$ cat src/sv/lcpe_pkg.sv
package lcpe_pkg;

    localparam int unsigned COLOR_W   = 8;
    localparam int unsigned WORD_W    = 24;
    localparam int unsigned GAIN_W    = 16;
    localparam int unsigned PCT_W     = 7;
    localparam int unsigned PROD_W    = COLOR_W + PCT_W;
    localparam int unsigned TICK_W    = 15;
    localparam int unsigned IDX_W     = 5;

    localparam logic [PCT_W-1:0] PCT_FULL = PCT_W'(100);

    // x/100 == (x*5243)>>19 for every x below 43690
    localparam int unsigned RECIP_W     = 13;
    localparam logic [RECIP_W-1:0] RECIP_100 = RECIP_W'(5243);
    localparam int unsigned RECIP_SHIFT = 19;
    localparam int unsigned RPROD_W     = PROD_W + RECIP_W;

    localparam logic [TICK_W-1:0] RESET_LOW_TICKS  = TICK_W'(16320);
    localparam logic [TICK_W-1:0] HEAD_TAIL_TICKS  = TICK_W'(300);
    localparam logic [TICK_W-1:0] TRAIL_TAIL_TICKS = TICK_W'(100);
    localparam logic [TICK_W-1:0] ZERO_HIGH_TICKS  = TICK_W'(23);
    localparam logic [TICK_W-1:0] ZERO_LOW_TICKS   = TICK_W'(73);
    localparam logic [TICK_W-1:0] ONE_HIGH_TICKS   = TICK_W'(72);
    localparam logic [TICK_W-1:0] ONE_LOW_TICKS    = TICK_W'(24);

    localparam logic [IDX_W-1:0] WORD_TOP_IDX = IDX_W'(WORD_W - 1);
    localparam logic [IDX_W-1:0] GAIN_TOP_IDX = IDX_W'(GAIN_W - 1);

    localparam int unsigned QUEUE_DEPTH = 4;
    localparam int unsigned QPTR_W      = $clog2(QUEUE_DEPTH);
    localparam int unsigned QCNT_W      = $clog2(QUEUE_DEPTH + 1);

    localparam int unsigned CFG_ADDR_W = 4;
    localparam logic [1:0] REG_BRIGHTNESS = 2'd0;
    localparam logic [1:0] REG_POWER      = 2'd1;
    localparam logic [1:0] REG_GAIN       = 2'd2;

    typedef struct packed {
        logic              has_reset;
        logic              has_bits;
        logic              has_tail;
        logic              overflow;
        logic [WORD_W-1:0] word;
        logic [GAIN_W-1:0] gain;
    } cmd_t;

    typedef struct packed {
        logic              first_level;
        logic [TICK_W-1:0] first_ticks;
        logic              second_level;
        logic [TICK_W-1:0] second_ticks;
        logic              last_of_run;
        logic              frame_overflow;
    } pulse_t;

    typedef enum logic [2:0] {
        PH_IDLE,
        PH_HEAD,
        PH_BITS,
        PH_GAIN,
        PH_TRAIL
    } phase_t;

endpackage

$ cat src/sv/led_chain_pulse_encoder_unit.sv
// LED chain pulse encoder. Each input item carries one chip's red, green and blue bytes
// (tlast marks the last chip of a frame); each is scaled by brightness_percent/100, or
// zeroed while power_on is 0, and sent as 24 pulse items MSB first. A frame opens with a
// reset item and closes with the 16 frame_gain bits and a trailer item whose tuser flags
// chips dropped beyond MAX_CHIPS. The output gives one pulse item per cycle while m_tready
// is high; the pulse sequencer is the limit. Input items pass a two-stage scaling pipeline
// and a four-entry command queue, so several chips are taken ahead of the output; on an
// idle block the first pulse item of an item passes stage 1, stage 2, the queue and the
// output register. Register map: 0x0 brightness_percent, 0x4 power_on, 0x8 frame_gain.
module led_chain_pulse_encoder_unit
    import lcpe_pkg::*;
#(
    parameter int unsigned MAX_CHIPS = 64
) (
    input  logic                  aclk,
    input  logic                  aresetn,
    input  logic                  s_tvalid,
    output logic                  s_tready,
    input  logic [23:0]           s_tdata,  // red_in[7:0], green_in[15:8], blue_in[23:16]
    input  logic                  s_tlast,  // last_chip
    output logic                  m_tvalid,
    input  logic                  m_tready,
    // first_level[0], first_ticks[15:1], second_level[16], second_ticks[31:17]
    output logic [31:0]           m_tdata,
    output logic                  m_tlast,  // last_of_run
    output logic                  m_tuser,  // frame_overflow
    input  logic                  psel,
    input  logic                  penable,
    input  logic                  pwrite,
    input  logic [CFG_ADDR_W-1:0] paddr,
    input  logic [31:0]           pwdata,
    output logic [31:0]           prdata,
    output logic                  pready
);

    logic [PCT_W-1:0]  brightness_reg;
    logic              power_reg;
    logic [GAIN_W-1:0] gain_reg;
    logic              cfg_wr;

    logic   q_in_valid;
    logic   q_in_ready;
    cmd_t   q_in_data;
    logic   q_out_valid;
    logic   q_out_ready;
    cmd_t   q_out_data;
    pulse_t item;

    assign pready = 1'b1;
    assign cfg_wr = psel && penable && pwrite && pready;

    always_ff @(posedge aclk) begin
        if (!aresetn) begin
            brightness_reg <= PCT_FULL;
            power_reg      <= 1'b1;
            gain_reg       <= '0;
        end else if (cfg_wr) begin
            unique case (paddr[3:2])
                REG_BRIGHTNESS: brightness_reg <= pwdata[PCT_W-1:0];
                REG_POWER:      power_reg      <= pwdata[0];
                REG_GAIN:       gain_reg       <= pwdata[GAIN_W-1:0];
                default: begin
                end
            endcase
        end
    end

    always_comb begin
        unique case (paddr[3:2])
            REG_BRIGHTNESS: prdata = 32'(brightness_reg);
            REG_POWER:      prdata = 32'(power_reg);
            REG_GAIN:       prdata = 32'(gain_reg);
            default:        prdata = '0;
        endcase
    end

    lcpe_front #(
        .MAX_CHIPS(MAX_CHIPS)
    ) u_front (
        .aclk              (aclk),
        .aresetn           (aresetn),
        .in_valid          (s_tvalid),
        .in_ready          (s_tready),
        .red_in            (s_tdata[7:0]),
        .green_in          (s_tdata[15:8]),
        .blue_in           (s_tdata[23:16]),
        .last_chip         (s_tlast),
        .brightness_percent(brightness_reg),
        .power_on          (power_reg),
        .frame_gain        (gain_reg),
        .cmd_valid         (q_in_valid),
        .cmd_ready         (q_in_ready),
        .cmd_data          (q_in_data)
    );

    lcpe_queue u_queue (
        .aclk      (aclk),
        .aresetn   (aresetn),
        .push_valid(q_in_valid),
        .push_ready(q_in_ready),
        .push_data (q_in_data),
        .pop_valid (q_out_valid),
        .pop_ready (q_out_ready),
        .pop_data  (q_out_data)
    );

    lcpe_back u_back (
        .aclk     (aclk),
        .aresetn  (aresetn),
        .cmd_valid(q_out_valid),
        .cmd_ready(q_out_ready),
        .cmd_data (q_out_data),
        .out_valid(m_tvalid),
        .out_ready(m_tready),
        .out_item (item)
    );

    assign m_tdata = {item.second_ticks, item.second_level, item.first_ticks, item.first_level};
    assign m_tlast = item.last_of_run;
    assign m_tuser = item.frame_overflow;

endmodule

$ cat src/sv/lcpe_front.sv
module lcpe_front
    import lcpe_pkg::*;
#(
    parameter int unsigned MAX_CHIPS = 64
) (
    input  logic               aclk,
    input  logic               aresetn,
    input  logic               in_valid,
    output logic               in_ready,
    input  logic [COLOR_W-1:0] red_in,
    input  logic [COLOR_W-1:0] green_in,
    input  logic [COLOR_W-1:0] blue_in,
    input  logic               last_chip,
    input  logic [PCT_W-1:0]   brightness_percent,
    input  logic               power_on,
    input  logic [GAIN_W-1:0]  frame_gain,
    output logic               cmd_valid,
    input  logic               cmd_ready,
    output cmd_t               cmd_data
);

    localparam int unsigned CNT_W = $clog2(MAX_CHIPS + 1);

    logic             in_frame_reg, in_frame_next;
    logic [CNT_W-1:0] chip_cnt_reg, chip_cnt_next;
    logic             ovf_seen_reg, ovf_seen_next;

    logic             s1_valid_reg, s1_valid_next;
    logic             s2_valid_reg, s2_valid_next;
    logic [PROD_W-1:0] s1_prod_reg [3];
    cmd_t             s1_cmd_reg;
    cmd_t             s2_cmd_reg;
    cmd_t             s2_cmd_next;

    logic             accept;
    logic             s1_free;
    logic             s2_free;
    logic [CNT_W-1:0] cnt_cur;
    logic             ovf_cur;
    logic             keep;
    logic             emit;
    logic [PCT_W-1:0] pct_eff;
    cmd_t             cmd_new;
    logic [RPROD_W-1:0] rprod [3];

    assign s2_free  = !s2_valid_reg || cmd_ready;
    assign s1_free  = !s1_valid_reg || s2_free;
    assign in_ready = s1_free;
    assign accept   = in_valid && in_ready;

    assign cnt_cur = in_frame_reg ? chip_cnt_reg : '0;
    assign ovf_cur = in_frame_reg && ovf_seen_reg;
    assign keep    = cnt_cur < CNT_W'(MAX_CHIPS);
    assign emit    = !in_frame_reg || keep || last_chip;

    always_comb begin
        if (!power_on) begin
            pct_eff = '0;
        end else if (brightness_percent > PCT_FULL) begin
            pct_eff = PCT_FULL;
        end else begin
            pct_eff = brightness_percent;
        end
    end

    always_comb begin
        cmd_new           = '0;
        cmd_new.has_reset = !in_frame_reg;
        cmd_new.has_bits  = keep;
        cmd_new.has_tail  = last_chip;
        cmd_new.overflow  = ovf_cur || !keep;
        cmd_new.gain      = frame_gain;
    end

    always_comb begin
        if (last_chip) begin
            in_frame_next = 1'b0;
            chip_cnt_next = '0;
            ovf_seen_next = 1'b0;
        end else begin
            in_frame_next = 1'b1;
            chip_cnt_next = cnt_cur + CNT_W'(keep);
            ovf_seen_next = ovf_cur || !keep;
        end
    end

    always_comb begin
        if (accept && emit) begin
            s1_valid_next = 1'b1;
        end else if (s2_free) begin
            s1_valid_next = 1'b0;
        end else begin
            s1_valid_next = s1_valid_reg;
        end
        if (s1_valid_reg && s2_free) begin
            s2_valid_next = 1'b1;
        end else if (cmd_ready) begin
            s2_valid_next = 1'b0;
        end else begin
            s2_valid_next = s2_valid_reg;
        end
    end

    always_ff @(posedge aclk) begin
        if (!aresetn) begin
            in_frame_reg <= 1'b0;
            chip_cnt_reg <= '0;
            ovf_seen_reg <= 1'b0;
            s1_valid_reg <= 1'b0;
            s2_valid_reg <= 1'b0;
        end else begin
            if (accept) begin
                in_frame_reg <= in_frame_next;
                chip_cnt_reg <= chip_cnt_next;
                ovf_seen_reg <= ovf_seen_next;
            end
            s1_valid_reg <= s1_valid_next;
            s2_valid_reg <= s2_valid_next;
        end
    end

    // stage 1: byte * percent
    always_ff @(posedge aclk) begin
        if (accept && emit) begin
            s1_cmd_reg     <= cmd_new;
            s1_prod_reg[0] <= PROD_W'(red_in * pct_eff);
            s1_prod_reg[1] <= PROD_W'(green_in * pct_eff);
            s1_prod_reg[2] <= PROD_W'(blue_in * pct_eff);
        end
    end

    // stage 2: divide by 100 through the reciprocal
    always_comb begin
        for (int i = 0; i < 3; i++) begin
            rprod[i] = RPROD_W'(s1_prod_reg[i] * RECIP_100);
        end
    end

    always_comb begin
        s2_cmd_next      = s1_cmd_reg;
        s2_cmd_next.word = {rprod[0][RECIP_SHIFT +: COLOR_W],
                            rprod[1][RECIP_SHIFT +: COLOR_W],
                            rprod[2][RECIP_SHIFT +: COLOR_W]};
    end

    always_ff @(posedge aclk) begin
        if (s1_valid_reg && s2_free) begin
            s2_cmd_reg <= s2_cmd_next;
        end
    end

    assign cmd_valid = s2_valid_reg;
    assign cmd_data  = s2_cmd_reg;

endmodule

$ cat src/sv/lcpe_queue.sv
module lcpe_queue
    import lcpe_pkg::*;
(
    input  logic aclk,
    input  logic aresetn,
    input  logic push_valid,
    output logic push_ready,
    input  cmd_t push_data,
    output logic pop_valid,
    input  logic pop_ready,
    output cmd_t pop_data
);

    cmd_t              mem_reg [QUEUE_DEPTH];
    logic [QPTR_W-1:0] wr_ptr_reg;
    logic [QPTR_W-1:0] rd_ptr_reg;
    logic [QCNT_W-1:0] count_reg, count_next;
    logic              do_push;
    logic              do_pop;

    assign push_ready = count_reg != QCNT_W'(QUEUE_DEPTH);
    assign pop_valid  = count_reg != '0;
    assign do_push    = push_valid && push_ready;
    assign do_pop     = pop_valid && pop_ready;
    assign pop_data   = mem_reg[rd_ptr_reg];

    always_comb begin
        count_next = count_reg + QCNT_W'(do_push) - QCNT_W'(do_pop);
    end

    always_ff @(posedge aclk) begin
        if (!aresetn) begin
            wr_ptr_reg <= '0;
            rd_ptr_reg <= '0;
            count_reg  <= '0;
        end else begin
            if (do_push) begin
                wr_ptr_reg <= wr_ptr_reg + QPTR_W'(1);
            end
            if (do_pop) begin
                rd_ptr_reg <= rd_ptr_reg + QPTR_W'(1);
            end
            count_reg <= count_next;
        end
    end

    always_ff @(posedge aclk) begin
        if (do_push) begin
            mem_reg[wr_ptr_reg] <= push_data;
        end
    end

endmodule

$ cat src/sv/lcpe_back.sv
module lcpe_back
    import lcpe_pkg::*;
(
    input  logic   aclk,
    input  logic   aresetn,
    input  logic   cmd_valid,
    output logic   cmd_ready,
    input  cmd_t   cmd_data,
    output logic   out_valid,
    input  logic   out_ready,
    output pulse_t out_item
);

    phase_t           state_reg, state_next;
    logic [IDX_W-1:0] idx_reg, idx_next;
    cmd_t             cmd_reg;
    logic             out_valid_reg;
    pulse_t           out_item_reg;

    logic             idle;
    logic             have;
    logic             adv;
    logic             step;
    cmd_t             cur;
    phase_t           cur_phase;
    logic [IDX_W-1:0] cur_idx;
    phase_t           after_phase;
    logic [IDX_W-1:0] after_idx;
    logic             item_last;
    pulse_t           item;
    logic             bit_val;

    assign idle      = state_reg == PH_IDLE;
    assign cur       = idle ? cmd_data : cmd_reg;
    assign have      = !idle || cmd_valid;
    assign adv       = !out_valid_reg || out_ready;
    assign step      = have && adv;
    assign cmd_ready = idle && adv;

    always_comb begin
        if (!idle) begin
            cur_phase = state_reg;
            cur_idx   = idx_reg;
        end else if (cur.has_reset) begin
            cur_phase = PH_HEAD;
            cur_idx   = WORD_TOP_IDX;
        end else if (cur.has_bits) begin
            cur_phase = PH_BITS;
            cur_idx   = WORD_TOP_IDX;
        end else begin
            cur_phase = PH_GAIN;
            cur_idx   = GAIN_TOP_IDX;
        end
    end

    // next state
    always_comb begin
        after_phase = PH_IDLE;
        after_idx   = cur_idx;
        item_last   = 1'b1;
        unique case (cur_phase)
            PH_HEAD: begin
                if (cur.has_bits) begin
                    after_phase = PH_BITS;
                    after_idx   = WORD_TOP_IDX;
                    item_last   = 1'b0;
                end else if (cur.has_tail) begin
                    after_phase = PH_GAIN;
                    after_idx   = GAIN_TOP_IDX;
                    item_last   = 1'b0;
                end
            end
            PH_BITS: begin
                if (cur_idx != '0) begin
                    after_phase = PH_BITS;
                    after_idx   = cur_idx - IDX_W'(1);
                    item_last   = 1'b0;
                end else if (cur.has_tail) begin
                    after_phase = PH_GAIN;
                    after_idx   = GAIN_TOP_IDX;
                    item_last   = 1'b0;
                end
            end
            PH_GAIN: begin
                item_last = 1'b0;
                if (cur_idx != '0) begin
                    after_phase = PH_GAIN;
                    after_idx   = cur_idx - IDX_W'(1);
                end else begin
                    after_phase = PH_TRAIL;
                end
            end
            default: begin
                after_phase = PH_IDLE;
            end
        endcase
        if (step) begin
            state_next = item_last ? PH_IDLE : after_phase;
            idx_next   = after_idx;
        end else begin
            state_next = state_reg;
            idx_next   = idx_reg;
        end
    end

    // outputs
    always_comb begin
        bit_val = 1'b0;
        item    = '0;
        unique case (cur_phase)
            PH_HEAD: begin
                item.first_ticks  = RESET_LOW_TICKS;
                item.second_ticks = HEAD_TAIL_TICKS;
            end
            PH_BITS, PH_GAIN: begin
                bit_val = (cur_phase == PH_BITS) ? cur.word[cur_idx]
                                                 : cur.gain[cur_idx[IDX_W-2:0]];
                item.first_level  = 1'b1;
                item.first_ticks  = bit_val ? ONE_HIGH_TICKS : ZERO_HIGH_TICKS;
                item.second_ticks = bit_val ? ONE_LOW_TICKS : ZERO_LOW_TICKS;
            end
            PH_TRAIL: begin
                item.first_ticks    = RESET_LOW_TICKS;
                item.second_ticks   = TRAIL_TAIL_TICKS;
                item.frame_overflow = cur.overflow;
            end
            default: begin
                item = '0;
            end
        endcase
        item.last_of_run = item_last;
    end

    always_ff @(posedge aclk) begin
        if (!aresetn) begin
            state_reg     <= PH_IDLE;
            idx_reg       <= '0;
            out_valid_reg <= 1'b0;
        end else begin
            state_reg <= state_next;
            idx_reg   <= idx_next;
            if (adv) begin
                out_valid_reg <= have;
            end
        end
    end

    always_ff @(posedge aclk) begin
        if (step) begin
            out_item_reg <= item;
        end
        if (idle && step) begin
            cmd_reg <= cmd_data;
        end
    end

    assign out_valid = out_valid_reg;
    assign out_item  = out_item_reg;

endmodule
$ cat config.mk
export PLATFORM = sky130hd
export DESIGN_NAME = led_chain_pulse_encoder_unit
export DESIGN_NICKNAME = d
export VERILOG_FILES = /design/src/sv/lcpe_pkg.sv /design/src/sv/led_chain_pulse_encoder_unit.sv /design/src/sv/lcpe_front.sv /design/src/sv/lcpe_queue.sv /design/src/sv/lcpe_back.sv
export SDC_FILE = /design/constraint.sdc
export NUM_CORES = 1
export LEC_CHECK = 0
export BUFFER_PORTS_ARGS = -buffer_cell sky130_fd_sc_hd__buf_2
export CAP_MARGIN = 0
export CORE_UTILIZATION = 50
export DETAILED_ROUTE_END_ITERATION = 8
export PLACE_DENSITY = 0.67
export SYNTH_ARGS = -nofsm -noshare
export SYNTH_HDL_FRONTEND = slang
export SYNTH_SLANG_ARGS = --single-unit
$ cat constraint.sdc
create_clock -name aclk -period 5.6 [get_ports aclk]
set_clock_uncertainty 0.05 [all_clocks]
set_input_delay 1.12 -clock aclk [delete_from_list [all_inputs] [get_ports aclk]]
set_output_delay 1.12 -clock aclk [all_outputs]
set_load 0.01 [all_outputs]
Yosys cells after proc, flatten, opt, wreduce, memory -nomap -nowiden --
Memory sizes are Yosys's and may differ from the RTL's. A register that Yosys moved wholly into a read port is not among the register bits. Cells that the tools add are included.
Storage, ports and cells: register bits after elaboration 192, RAM bits 221, input bits 68, output and inout port bits 69, logic and storage cells 145, memories kept 2
Memory list:
- u_queue.mem_reg | depth 4, bits a word 44, rd ports 1, clocked after Yosys merged registers in 1, write ports 1, RTL line lcpe_queue.sv:14 | cmd_t mem_reg [QUEUE_DEPTH];
- u_front.s1_prod_reg | depth 3, bits a word 15, rd ports 3, clocked after Yosys merged registers in 0, write ports 3, RTL line lcpe_front.sv:30 | logic [PROD_W-1:0] s1_prod_reg [3];
Cells by class: $add $sub $neg 6, $mul 6, $lt $le $gt $ge 4, equality and inequality tests 7, mux-type cells 49, reductions and logical operators 35
Operators with widths (number):
- $mul A15 B13 Y27 const B | 3
- $pmux W16 S3 | 1
- $mul A8 B7 Y15 | 3
- $pmux W15 S3 | 1
- $mux W44 | 1
- $mux W7 | 6
- $mux W5 | 7
- $pmux W15 S2 | 1
- $mux W1 | 18
- $mux W3 | 5
- $pmux W5 S3 | 1
- $logic_and A1 B1 Y1 | 11
- $pmux W3 S3 | 1
- $mux W2 | 4
- $add A7 B1 Y7 | 1
- $gt A7 B7 Y1 const B | 1
- $logic_or A1 B1 Y1 | 7
- $lt A7 B7 Y1 const B | 1
- $eq A3 B2 Y1 const B | 2
- $logic_not A1 Y1 | 6
- $lt A5 B6 Y1 const B | 1
- $reduce_and A2 Y1 | 3
- $bmux W1 S5 | 1
- $lt A4 B5 Y1 const B | 1
- 17 further kinds | 20

Longest topological paths before layout --
depth in word-level cells 10, gate-level depth with buffers 21, gate-level depth less buffers 20

Cells and area by module --
Synthesis repeated with hierarchy kept, for this count alone.
Second synthesis, totals: cell total of the unflattened synthesis 2566, area, all modules 31068.5 µm²
Modules (own cells, without submodules):
- lcpe_front | times used 1, cells an instance 1888, area each 19737.7 µm², sequential area each 3493.4 µm²
- lcpe_queue | times used 1, cells an instance 278, area each 6880.3 µm², sequential area each 5465.2 µm²
- lcpe_back | times used 1, cells an instance 251, area each 3135.5 µm², sequential area each 1861.8 µm²
- led_chain_pulse_encoder_unit | times used 1, cells an instance 149, area each 1315.0 µm², sequential area each 480.5 µm²

Worst setup path after synthesis --
No wires, ideal clock.
path type input-to-reg, start input s_tlast, end register u_front.s1_cmd_reg[0] in the netlist's numbering, enable pin, setup time 0.511 ns, arrival time 4.698 ns, required time 5.039 ns, setup slack 0.340 ns, stages 3, buffers on the path 1, cell sequence clkbuf_1 > nor2_1 > a21oi_1
On the way: word-level cells in the longest chain between the ends 2
RTL lines:
- start: declaration | RTL line led_chain_pulse_encoder_unit.sv:20 | input logic s_tlast,
- $logic_or A1 B1 Y1 | RTL line lcpe_front.sv:54 | assign emit = !in_frame_reg || keep || last_chip;
- $logic_and A1 B1 Y1 | RTL line lcpe_front.sv:124 | if (accept && emit) begin
- end signal: assignment | RTL line lcpe_front.sv:125 | s1_cmd_reg <= cmd_new;
- end: declaration | RTL line lcpe_front.sv:31 | cmd_t s1_cmd_reg;
No other way between the ends. A chain may end at the register's enable or synchronous reset.

==> summary.md <==
| Metric | Value |
|---|---|
| Status | `complete, no violations` |
| Total Wirelength | `roughly 57 mm` |
| CTS buffer count | `between 40 and 50` |
| Routability cong. | `0.874` |
| Diodes inserted | `0` |
| HP Class | `reg2reg` |
| Number of synthesized flops with an enable pin | `340` |
| Dpl hpwl | `around 44 mm` |
| Sequential share of the synthesized area | `~37%` |
| # DRC | `0` |
| Setup TNS | `0 ns` |
| Reg clk slew, reported paths | `~0.060 ns` |
| Post-Syn Area | `0.0304 sq mm` |
| CTS sink count | `just under 400` |
| Most Frequent Cell on Critical Path | `fa_1` |
| Synth Warn # | `0` |
| Vias in the first global route | `between 15000 and 20000` |
| Most frequent cells in the layout | `inv_1 (476), ha_1 (402), edfxtp_1 (340)` |
| I/O pin count | `137` |
| Slew headroom | `between 10% and 20%` |
| Largest register FFs | `between 150 and 200` |
| CP Launch Type | `flip-flop` |
| CTS tree | `built` |
| Unrepaired setup endpoints after global routing | `no` |
| Via Count | `roughly 18000` |
| Final worst-path cycle share | `a little over nine tenths` |
| Post-synth top area share | `between 30% and 40%` |
| Seq cells post-synth | `a little under 400` |
| Vias per cell | `around 5.2` |
| Area occupied by multi-input gates | `between 0.015 and 0.02 sq mm` |
| Area leader, netlist | `edfxtp_1` |
| Fillers | `approximately 4900` |
| Initial antenna violation count | `1` |
| Htree depth | `2` |
| CP max FO | `7` |
| Clock Root Buffer | `clkbuf_16` |
| Initial Util | `around half` |
| Slowest-stage cell, CP | `edfxtp_1` |
| Flop2flop setup slack | `between 0.3 and 0.4 ns` |
| Worst Setup End Kind | `flip-flop` |
| Core Region | `approximately 0.06 sq mm` |
| First-pass GRT wire length | `96.6 mm` |
| Final Hold Vio Count | `0` |
| Total GRT Usage | `about 19%` |
| Max-cap viol count | `0` |
| Port Buf Inserts | `90` |
| Die span in x | `between 200 and 250 microns` |
| Area contributors post-synth | `edfxtp_1 (34%), fa_1 (19%), ha_1 (17%)` |
| Net count, final | `~3400` |
| DRT iter0 DRCs | `737` |
| Top_reg_cell synth | `edfxtp_1` |
| Area grow syn2layout | `9.24%` |
| Final ANT Viol Nets | `0` |
| Clock Latency Late Sink | `between 0.5 and 0.6 ns` |
| Die Y | `249 microns` |
| CP cell instances | `ha_1, inv_1, fa_1, fa_1, inv_1, fa_1, fa_1, ha_1, a211oi_1, nor2_1, nor4bb_1, a2111oi_1, or3_1, o31a_1, a21oi_1, xnor2_1` |
| Layout cell share with drive strength beyond 1 | `between 10 and 15%` |
| Slowest stage delay, CP | `0.53 ns` |
| Initial DRT Pass Iterations | `5` |
| FF+latch area | `~0.011 sq mm` |
| Hold path depth | `0` |
| Worst slew pin tran | `between 1 and 1.5 ns` |
| Setup CP Type | `reg2reg` |
| Die ar. | `0.0618 sq mm` |
| Tmin final | `roughly 5.3 ns` |
| Wire per inst | `~17 microns` |
| FFs w/ async S/R, synth | `0%` |
| Syn Inst Count | `2495` |
| Largest net degree at the start of global routing | `53` |
| Gr ovfl total | `0` |
| Fmax | `~0.19 GHz` |
| Count of different cell masters after synthesis | `67` |
| Slew Limit Fails | `0` |
| CTS max path bufs | `3` |
| Critical Path AT | `5.56 ns` |
| Reg2Reg Depth | `16` |
| WP data required | `between 5 and 6 ns` |
| Final setup violation count | `0` |
| Commonest non-fill, non-tap cell in the layout | `inv_1` |
| Syn avg cell area | `between 10 and 15 sq um` |
| Num rows | `approximately 90` |
## repair_timing
item / 4_1_cts / 5_1_grt
resized for setup: 0 / 4
buffers inserted: 0 / 3
setup endpoints to repair: 0 / 8
hold buffers: 0 / 0
endpoints found under the hold margin: 0 / 0
## routing by layer
metal / up-vias / wire length, microns / global-route usage, %
li1: 8554 / - / -
met1: 8953 / 27300 / 26.7
met2: 271 / 27400 / 32.8
met3: 62 / 1860 / 2.34
met4: 2 / 837 / 4.08
met5: - / 11 / 0
## layout make-up
class	count	area share, %
repair buffers	132	2.34
clock inverters	21	0.690
clock buffers	60	3.65
flip-flops and latches	393	34.0
multi-input cells	1555	51.0
well taps	773	2.91
inverters	478	5.41
## cells in the mapped netlist, types with 5 or more instances
master / n
a211oi_1: 12
a21boi_0: 19
a21o_1: 15
a21oi_1: 64
a31oi_1: 6
and2_1: 95
and3_1: 75
buf_4: 39
clkbuf_1: 46
dfxtp_1: 53
edfxtp_1: 340
fa_1: 292
ha_1: 402
inv_1: 476
mux2i_1: 19
mux4_2: 54
nand2_1: 121
nand3_1: 25
nand4_1: 7
nor2_1: 68
nor2b_1: 28
nor3_1: 28
nor3b_1: 6
o21a_1: 13
o21ai_0: 30
o31a_1: 5
or2_2: 8
or3_1: 11
xnor2_1: 54
xor2_1: 17
## metrics by stage
| step | hold WS, ns | cells | instance area, sq um | setup WS (ns) | util [%] |
|---|---|---|---|---|---|
| floorplan | 0.350 | 2521 | 30500 | 0.340 | - |
| global placement | 0.356 | 3328 | 31700 | 0.129 | 53.2 |
| detailed placement | 0.355 | 3328 | 31700 | 0.0689 | 53.2 |
| CTS | 0.363 | 3409 | 33200 | 0.0663 | 55.7 |
| global route | 0.372 | 3412 | 33200 | 0.00971 | 55.7 |
| finish | 0.362 | 3412 | 33200 | 0.317 | 55.7 |
## logic make-up after synthesis
kind of cell | after synthesis | synth area share, %
mux | 75 | 4.74
other cells | 2 | 0.0247
buf+inv | 573 | 7.63
simple gates | 487 | 8.37
flops | 393 | 37.1
fa+ha+maj | 694 | 35.8
compound gates | 200 | 4.30
xor+xnor | 71 | 2.05
## path summary, 6_finish.rpt
check / start / end
setup / recovery: u_front.s1_prod_reg[0][28] / u_front.cmd_data[31]
hold / removal: u_front.s1_cmd_reg[14] / u_front.cmd_data[14]
setup reg to reg: u_front.s1_prod_reg[0][28] / u_front.cmd_data[31]
hold reg to reg: u_front.s1_cmd_reg[14] / u_front.cmd_data[14]
## critical path: cells and delay by family (launching register included)
kind | cells | cell delay, ns
flops | 1 | 0.53
fa+ha+maj | 6 | 2.61
buf+inv | 2 | 0.12
simple gates | 3 | 0.76
compound gates | 4 | 0.88
xor+xnor | 1 | 0.08
Power is left out: the tool's default activity adds up to more than one toggle a clock period on the data nets, which glitch-free logic cannot reach.
